File: src/hdl/arc_pkg.sv
// package with sizes, codes and entry layout of the address resolution cache
`default_nettype none

package arc_pkg;

  localparam int ENTRIES = 16;
  localparam int IDX_W   = (ENTRIES > 1) ? $clog2(ENTRIES) : 1;
  localparam int CNT_W   = $clog2(ENTRIES + 1);

  localparam int IP_W  = 32;
  localparam int MAC_W = 48;

  // packed stream widths
  localparam int IN_DATA_W  = IP_W + MAC_W;
  localparam int OUT_DATA_W = MAC_W;

  // operation codes
  localparam logic OP_ADD    = 1'b0;
  localparam logic OP_LOOKUP = 1'b1;

  // status codes
  localparam logic STATUS_OK   = 1'b0;
  localparam logic STATUS_FAIL = 1'b1;

  // one table entry as stored in the memory
  typedef struct packed {
    logic [MAC_W-1:0] mac;
    logic [IP_W-1:0]  ip;
  } entry_t;

endpackage

`default_nettype wire

File: src/hdl/address_resolution_cache_core.sv
// Address resolution cache: a fully associative IPv4 to MAC table in one
// synchronous memory of ENTRIES rows. One transaction is taken at a time.
// The table fills from row 0 upward and never frees a row, so the valid rows
// are always rows 0 to count-1 and a fill count replaces per-row valid bits.
// Each transaction scans the valid rows through the memory's single read port,
// one row per cycle with a registered read, and stops at the first match. The
// next transaction is accepted only once the result has been loaded into the
// output register, so the scan through the read port sets the rate, and it is
// slowed further while an older result still waits in the output register.
// An add writes back its row in the cycle after the scan. Reset empties the
// table at once with no clearing pass.
`default_nettype none

module address_resolution_cache_core import arc_pkg::*; (
  input  wire logic                  clk,
  input  wire logic                  rst_n,
  // input channel
  input  wire logic                  in_tvalid,
  output logic                       in_tready,
  input  wire logic [IN_DATA_W-1:0]  in_tdata,   // ip_address[31:0], mac_address[79:32]
  input  wire logic [0:0]            in_tuser,   // operation[0]
  // result channel
  output logic                       out_tvalid,
  input  wire logic                  out_tready,
  output logic [OUT_DATA_W-1:0]      out_tdata,  // found_mac[47:0]
  output logic [0:0]                 out_tuser   // status[0]
);

  typedef enum logic [1:0] {
    S_IDLE,
    S_SCAN,
    S_RESOLVE,
    S_DONE
  } state_t;

  // table memory and its registered read data
  entry_t mem [ENTRIES];
  entry_t mem_q;

  state_t             state_r, state_nxt;
  logic [CNT_W-1:0]   count_r, count_nxt;
  logic [CNT_W-1:0]   rd_idx_r, rd_idx_nxt;
  logic [IDX_W-1:0]   cmp_idx_r, cmp_idx_nxt;
  logic               pend_r, pend_nxt;
  logic               found_r, found_nxt;
  logic [IDX_W-1:0]   hit_idx_r, hit_idx_nxt;
  logic [MAC_W-1:0]   hit_mac_r, hit_mac_nxt;
  logic               op_r, op_nxt;
  logic [IP_W-1:0]    ip_r, ip_nxt;
  logic [MAC_W-1:0]   mac_r, mac_nxt;
  logic               res_status_r, res_status_nxt;
  logic [MAC_W-1:0]   res_mac_r, res_mac_nxt;
  logic               out_valid_r, out_valid_nxt;
  logic               out_status_r, out_status_nxt;
  logic [MAC_W-1:0]   out_mac_r, out_mac_nxt;

  logic               rd_en;
  logic [IDX_W-1:0]   rd_addr;
  logic               wr_en;
  logic [IDX_W-1:0]   wr_addr;
  entry_t             wr_data;

  logic               in_fire;
  logic               out_free;
  logic               cmp_hit;
  logic               more_rows;
  logic               res_status;
  logic [MAC_W-1:0]   res_mac;

  assign in_tready  = (state_r == S_IDLE);
  assign in_fire    = in_tvalid && in_tready;
  assign out_free   = !out_valid_r || out_tready;
  assign out_tvalid = out_valid_r;
  assign out_tdata  = out_mac_r;
  assign out_tuser  = out_status_r;

  // compare the row read in the previous cycle
  assign cmp_hit   = pend_r && (mem_q.ip == ip_r);
  assign more_rows = (rd_idx_r < count_r);

  // result of the finished scan
  always_comb begin
    res_status = STATUS_FAIL;
    res_mac    = '0;
    if (op_r == OP_LOOKUP) begin
      if (found_r) begin
        res_status = STATUS_OK;
        res_mac    = hit_mac_r;
      end
    end else if (found_r || (count_r < CNT_W'(ENTRIES))) begin
      res_status = STATUS_OK;
    end
  end

  // next state and datapath
  always_comb begin
    state_nxt      = state_r;
    count_nxt      = count_r;
    rd_idx_nxt     = rd_idx_r;
    cmp_idx_nxt    = cmp_idx_r;
    pend_nxt       = pend_r;
    found_nxt      = found_r;
    hit_idx_nxt    = hit_idx_r;
    hit_mac_nxt    = hit_mac_r;
    op_nxt         = op_r;
    ip_nxt         = ip_r;
    mac_nxt        = mac_r;
    res_status_nxt = res_status_r;
    res_mac_nxt    = res_mac_r;
    out_valid_nxt  = out_valid_r;
    out_status_nxt = out_status_r;
    out_mac_nxt    = out_mac_r;
    rd_en          = 1'b0;
    rd_addr        = rd_idx_r[IDX_W-1:0];
    wr_en          = 1'b0;
    wr_addr        = hit_idx_r;
    wr_data.ip     = ip_r;
    wr_data.mac    = mac_r;

    // result register drains on its own handshake
    if (out_valid_r && out_tready) begin
      out_valid_nxt = 1'b0;
    end

    case (state_r)
      S_IDLE: begin
        if (in_fire) begin
          op_nxt     = in_tuser[0];
          ip_nxt     = in_tdata[IP_W-1:0];
          mac_nxt    = in_tdata[IP_W +: MAC_W];
          rd_idx_nxt = '0;
          pend_nxt   = 1'b0;
          found_nxt  = 1'b0;
          state_nxt  = S_SCAN;
        end
      end
      S_SCAN: begin
        if (cmp_hit) begin
          found_nxt   = 1'b1;
          hit_idx_nxt = cmp_idx_r;
          hit_mac_nxt = mem_q.mac;
          pend_nxt    = 1'b0;
          state_nxt   = S_RESOLVE;
        end else if (more_rows) begin
          rd_en       = 1'b1;
          pend_nxt    = 1'b1;
          cmp_idx_nxt = rd_idx_r[IDX_W-1:0];
          rd_idx_nxt  = rd_idx_r + CNT_W'(1);
        end else if (pend_r) begin
          pend_nxt = 1'b0;
        end else begin
          state_nxt = S_RESOLVE;
        end
      end
      S_RESOLVE: begin
        // add: update the matching row or fill the next free one
        if (op_r == OP_ADD) begin
          if (found_r) begin
            wr_en = 1'b1;
          end else if (count_r < CNT_W'(ENTRIES)) begin
            wr_en     = 1'b1;
            wr_addr   = count_r[IDX_W-1:0];
            count_nxt = count_r + CNT_W'(1);
          end
        end
        res_status_nxt = res_status;
        res_mac_nxt    = res_mac;
        if (out_free) begin
          out_valid_nxt  = 1'b1;
          out_status_nxt = res_status;
          out_mac_nxt    = res_mac;
          state_nxt      = S_IDLE;
        end else begin
          state_nxt = S_DONE;
        end
      end
      S_DONE: begin
        if (out_free) begin
          out_valid_nxt  = 1'b1;
          out_status_nxt = res_status_r;
          out_mac_nxt    = res_mac_r;
          state_nxt      = S_IDLE;
        end
      end
      default: begin
        state_nxt = S_IDLE;
      end
    endcase
  end

  // state and registered outputs
  always_ff @(posedge clk) begin
    if (!rst_n) begin
      state_r     <= S_IDLE;
      count_r     <= '0;
      pend_r      <= 1'b0;
      out_valid_r <= 1'b0;
    end else begin
      state_r     <= state_nxt;
      count_r     <= count_nxt;
      pend_r      <= pend_nxt;
      out_valid_r <= out_valid_nxt;
    end
    rd_idx_r     <= rd_idx_nxt;
    cmp_idx_r    <= cmp_idx_nxt;
    found_r      <= found_nxt;
    hit_idx_r    <= hit_idx_nxt;
    hit_mac_r    <= hit_mac_nxt;
    op_r         <= op_nxt;
    ip_r         <= ip_nxt;
    mac_r        <= mac_nxt;
    res_status_r <= res_status_nxt;
    res_mac_r    <= res_mac_nxt;
    out_status_r <= out_status_nxt;
    out_mac_r    <= out_mac_nxt;
  end

  // table memory, one write and one registered read port
  always_ff @(posedge clk) begin
    if (wr_en) begin
      mem[wr_addr] <= wr_data;
    end
    if (rd_en) begin
      mem_q <= mem[rd_addr];
    end
  end

  // fill count never passes the table size
  a_count_range: assert property (@(posedge clk) disable iff (!rst_n)
    count_r <= CNT_W'(ENTRIES))
    else $error("fill count beyond table size");

  // the fill count moves only when an add resolves, by one row
  a_count_step: assert property (@(posedge clk) disable iff (!rst_n)
    (count_r != $past(count_r)) |->
      ($past(state_r) == S_RESOLVE && count_r == $past(count_r) + CNT_W'(1)))
    else $error("fill count changed outside an add");

  // the scan never reads beyond the filled rows
  a_scan_bound: assert property (@(posedge clk) disable iff (!rst_n)
    rd_en |-> (rd_idx_r < count_r))
    else $error("scan read of an unfilled row");

  // memory reads and writes never overlap
  a_rw_split: assert property (@(posedge clk) disable iff (!rst_n)
    !(rd_en && wr_en))
    else $error("read and write in the same cycle");

  // a resolved transaction always reaches the result register
  a_result_load: assert property (@(posedge clk) disable iff (!rst_n)
    (state_r == S_RESOLVE && out_free) |=> out_valid_r)
    else $error("result not loaded after resolve");

endmodule

`default_nettype wire

File: config.mk
export PLATFORM = sky130hd
export DESIGN_NAME = address_resolution_cache_core
export DESIGN_NICKNAME = d
export VERILOG_FILES = /design/src/hdl/arc_pkg.sv /design/src/hdl/address_resolution_cache_core.sv
export SDC_FILE = /design/constraint.sdc
export NUM_CORES = 2
export LEC_CHECK = 0
export ABC_CLOCK_PERIOD_IN_PS = 23400
export BUFFER_PORTS_ARGS = -buffer_cell sky130_fd_sc_hd__buf_2
export CORE_UTILIZATION = 55
export DETAILED_ROUTE_END_ITERATION = 6
export GPL_TIMING_DRIVEN = 0
export PLACE_DENSITY = 0.82
export SETUP_SLACK_MARGIN = 0.2
export SYNTH_ARGS = -nofsm -noshare
export SYNTH_HDL_FRONTEND = slang
export SYNTH_SLANG_ARGS = --single-unit
File: constraint.sdc
create_clock -name clk -period 23.4 [get_ports clk]
set_input_delay 3.51 -clock clk [delete_from_list [all_inputs] [get_ports clk]]
set_output_delay 3.51 -clock clk [all_outputs]
set_load 0.05 [all_outputs]
==> results.md <==
- # setup viols final: 0
- CP max-delay cell: nor2_1
- Clock buffer depth: 3
- Synth Area in Adders: 0.00126
- Crit end category: primary output
- Clock sinks: 1610
- Pre-CTS setup slack: around 18000 ps
- GP Congestion: just under 0.8
- Reg-to-reg endpoint: mem[1][62]
- Std-Cell Rows: between 100 and 150
- Ratio of cells with drive above 1 in the final layout: 0.319
- Tightest Hold Check Type: register to register
- Clock share of power: 0.313
- Synth-to-Final Area Change: 14.9%
- Hold_buf cts: 0
- Vias in the first global route: just over 30000
- Dpl cells: around 4000
- Total Wirelength: 158 mm
- Comb pwr share: 0.227
- Fin cells: ~4300
- Vias: about 29000
- Setup crit end: in_tready
- # resized after CTS: 0
- Drt drc: 0
- R2R Path Start: state_r[1]
- GRT Overall Usage: 0.292
- Pleak: between 20 and 25 nW
- Crit path arrival time: between 2000 and 2500 ps
- Drt wl/cell: between 30 and 40 um
- Warnings from Yosys: 0
- Chip width: approximately 330 um
- Syn Inst Count: approximately 2400
- Post-synthesis sequential area ratio: 0.809
- Post-Syn Area: about 60000 um2
- Grt ovf: 0
- Cell Pwr Density: between 100 and 150 nW/um2
- Crit Path Max Fanout: 6
- FMAX: 181 MHz
- Detail-routed via count per cell: between 6 and 7
- R2r worst-path depth: 8
- Data required time at the worst endpoint: roughly 20000 ps
- Post-synthesis mux area share: 0.160
- Avg Cell Area, Syn: around 25 um2
- Initial Utilization: 0.556
- Clock transition at path regs: ~60 ps
- Pre-antenna DRT Iters: 5
- Internal Pwr Total: between 5 and 6 mW
- Peak supply drop: roughly 0.000074 V
- Insertion delay to the later sink of the worst-skew pair: 760 ps
- Final worst-path cycle share: 0.236
- Synth Area in Compound Gates: 0.00201
- 1st-iter DRT viols: approximately 4500
- CP peak stage delay: approximately 500 ps
- Post-CTS setup buffer count: 0
- Outcome: complete, no violations
- Number of port buffers: roughly 140
- RSZ-0062 raised after global routing: no
- Setup crit start kind: register
- Slew Limit Fails: 0
- Synth Area in Simple Gates: 0.0119
- Largest net degree at the start of global routing: between 60 and 70
- Sw Share: 0.277
- H-tree Lvls: 4
- Tightest Pin Transition: about 1300 ps
- CTS tree: done
- Die height: approximately 330 um
- Stages on worst setup path: 2
- Main combinational cell family by area after synthesis: multiplexers
- Origin of the worst min-delay path: mem_q[38]
- Synth Net Count: around 2500
- Worst setup path startpoint: state_r[0]
- First-pass GRT wire length: approximately 220 mm
- Core Box Area: around 110000 um2
- Crit path cell chain: nor2_1, buf_2
- Relative slew slack: 0.135
- Clock skew: 35.7 ps
- Initial antenna violation count: 4
- Type of the worst setup path: register to primary output
- R2R Setup Slk: around 19000 ps
- Fin crit period: 5530 ps
- Cell family with most CP delay: simple AND/OR/NAND/NOR gates
- Sw Pwr: approximately 2.1 mW
- Die area: approximately 110000 um2
- Post-Synth XOR/XNOR Area: 0.00558
- Num CTS Buffers: 151
- IO Pins: 136
- Synth Register Bits: approximately 1600
- Root Buffer: clkbuf_16
- DPL Wire Length: between 80 and 90 mm
- Antenna-violating nets left: 0
- Nets@finish: between 2000 and 3000
- MaxCap Viol Count: 0
- Flop pwr share: 0.461
- Fin Setup TNS: 0 ps
- Final hold vios: 0
- Synth cell types: 35
- Fin worst setup slack: about 18000 ps
- WP buf/inv: 1
[cell usage in the layout (no fill, tap or decap), types with 3 or more instances in the layout]
cell and count:
nor3_1 7, nand3_1 4, buf_4 20, a31oi_1 3, xor2_1 6, edfxtp_1 1601, buf_12 47, mux4_2 400
nand4_1 7, mux2_2 49, xnor2_1 32, bufinv_16 12, buf_2 144, nor2_4 17, and3_1 52, ha_1 6
clkinv_2 12, clkbuf_1 97, clkinv_1 38, nand2_1 11, buf_16 20, nor2_1 13, buf_6 12, and2_1 5
buf_1 13, dfxtp_1 9, o21ai_0 4, clkbuf_16 157, nand2b_1 5, nor2b_1 5, clkinvlp_4 3, inv_1 7
inv_6 6
[cell type report]
cell class / instances / area (um2)
flip-flops and latches: 1610 / 48300
fillers: 6363 / 38800
multi-input cells: 644 / 11000
clock buffers: 201 / 4100
repair buffers: 202 / 2170
well taps: 1403 / 1760
clock inverters: 74 / 693
plain buffers: 108 / 582
inverters: 8 / 35.0
diodes: 1 / 2.50
[sequential cells by signal, summed over array words and instances (netlist names), 5 cells and up]
signal,count
rd_idx_r,5
mem,1280
out_tdata,48
count_r,5
mem_q,80
mac_r,48
res_mac_r,48
ip_r,32
hit_mac_r,48
[stage by stage]
stage / hold slack (ps) / area, um2 / utilization / total power [mW]
floorplan: 400 / 59700 / - / 4.76
global placement: 403 / 62100 / 0.579 / 5.22
detailed placement: 405 / 63800 / 0.594 / 5.31
CTS: 400 / 68500 / 0.639 / 7.77
global route: 426 / 68500 / 0.639 / 7.93
finish: 395 / 68600 / 0.639 / 7.76
[power by group through the flow]
stage          Sequential [mW]  Clock, mW  Combinational [mW]
2_1_floorplan             3.62          0                1.15
3_3_place_gp              3.62          0                1.60
3_5_place_dp              3.63          0                1.69
4_1_cts                   3.57       2.44                1.76
5_1_grt                   3.59       2.54                1.81
6_report                  3.57       2.43                1.76
[worst reg2reg max path, delay by kind of cell, from the launching register on]
family	cells	cell delay, ps
AO/OA/AOI/OAI	1	890
buffers and inverters	2	500
flip-flops	1	480
AND/OR/NAND/NOR	5	2270
[cell families after synthesis]
logic type | Yosys count
AOI/OAI and AO/OA | 18
xor gates and xnor gates | 38
adders and majority gates | 6
buffers and inverters | 116
DFF | 1610
muxes | 450
and+or+nand+nor | 132
[how the worst min path moves through the flow]
stage | end | slack [ps] | cells after the start
floorplan | hit_idx_r[0] | 400 | 0
global placement | hit_mac_r[30] | 400 | 0
detailed placement | hit_mac_r[25] | 400 | 0
CTS | hit_mac_r[6] | 400 | 0
global route | hit_mac_r[6] | 430 | 0
finish | hit_mac_r[6] | 400 | 0
[routing by layer]
layer | wire length (um) | up-vias | track usage
li1 | - | 10900 | -
met2 | 80900 | 2553 | 0.495
met4 | 8710 | 2 | 0.150
met5 | 12 | - | 0
met1 | 50700 | 15000 | 0.358
met3 | 18100 | 537 | 0.0603
[synth_stat cells]
cell type | number | area (um2)
and3_1 | 53 | 332
dfxtp_1 | 9 | 180
nand3_1 | 4 | 20.0
o211ai_1 | 1 | 7.51
nor3_1 | 7 | 35.0
inv_1 | 8 | 30.0
nor2b_1 | 7 | 43.8
xor2_1 | 6 | 52.6
o21bai_1 | 1 | 7.51
nand2_1 | 11 | 41.3
o2111ai_1 | 1 | 8.76
nor2_1 | 30 | 113
a211oi_1 | 2 | 15.0
o21a_1 | 2 | 15.0
and2_1 | 5 | 31.3
a21boi_0 | 2 | 15.0
o21ai_0 | 4 | 20.0
nand2b_1 | 5 | 31.3
mux4_2 | 400 | 9010
edfxtp_1 | 1601 | 48100
buf_4 | 20 | 150
a21oi_1 | 1 | 5.00
nor4_1 | 2 | 12.5
a22oi_1 | 1 | 7.51
clkbuf_1 | 54 | 203
mux2i_1 | 1 | 10.0
xnor2_1 | 32 | 280
buf_2 | 9 | 45.0
mux2_2 | 49 | 552
buf_1 | 13 | 48.8
nand4_1 | 7 | 43.8
buf_6 | 12 | 135
a31oi_1 | 3 | 18.8
or3_1 | 1 | 6.26
ha_1 | 6 | 75.1
(Power assumes the default switching activity.)
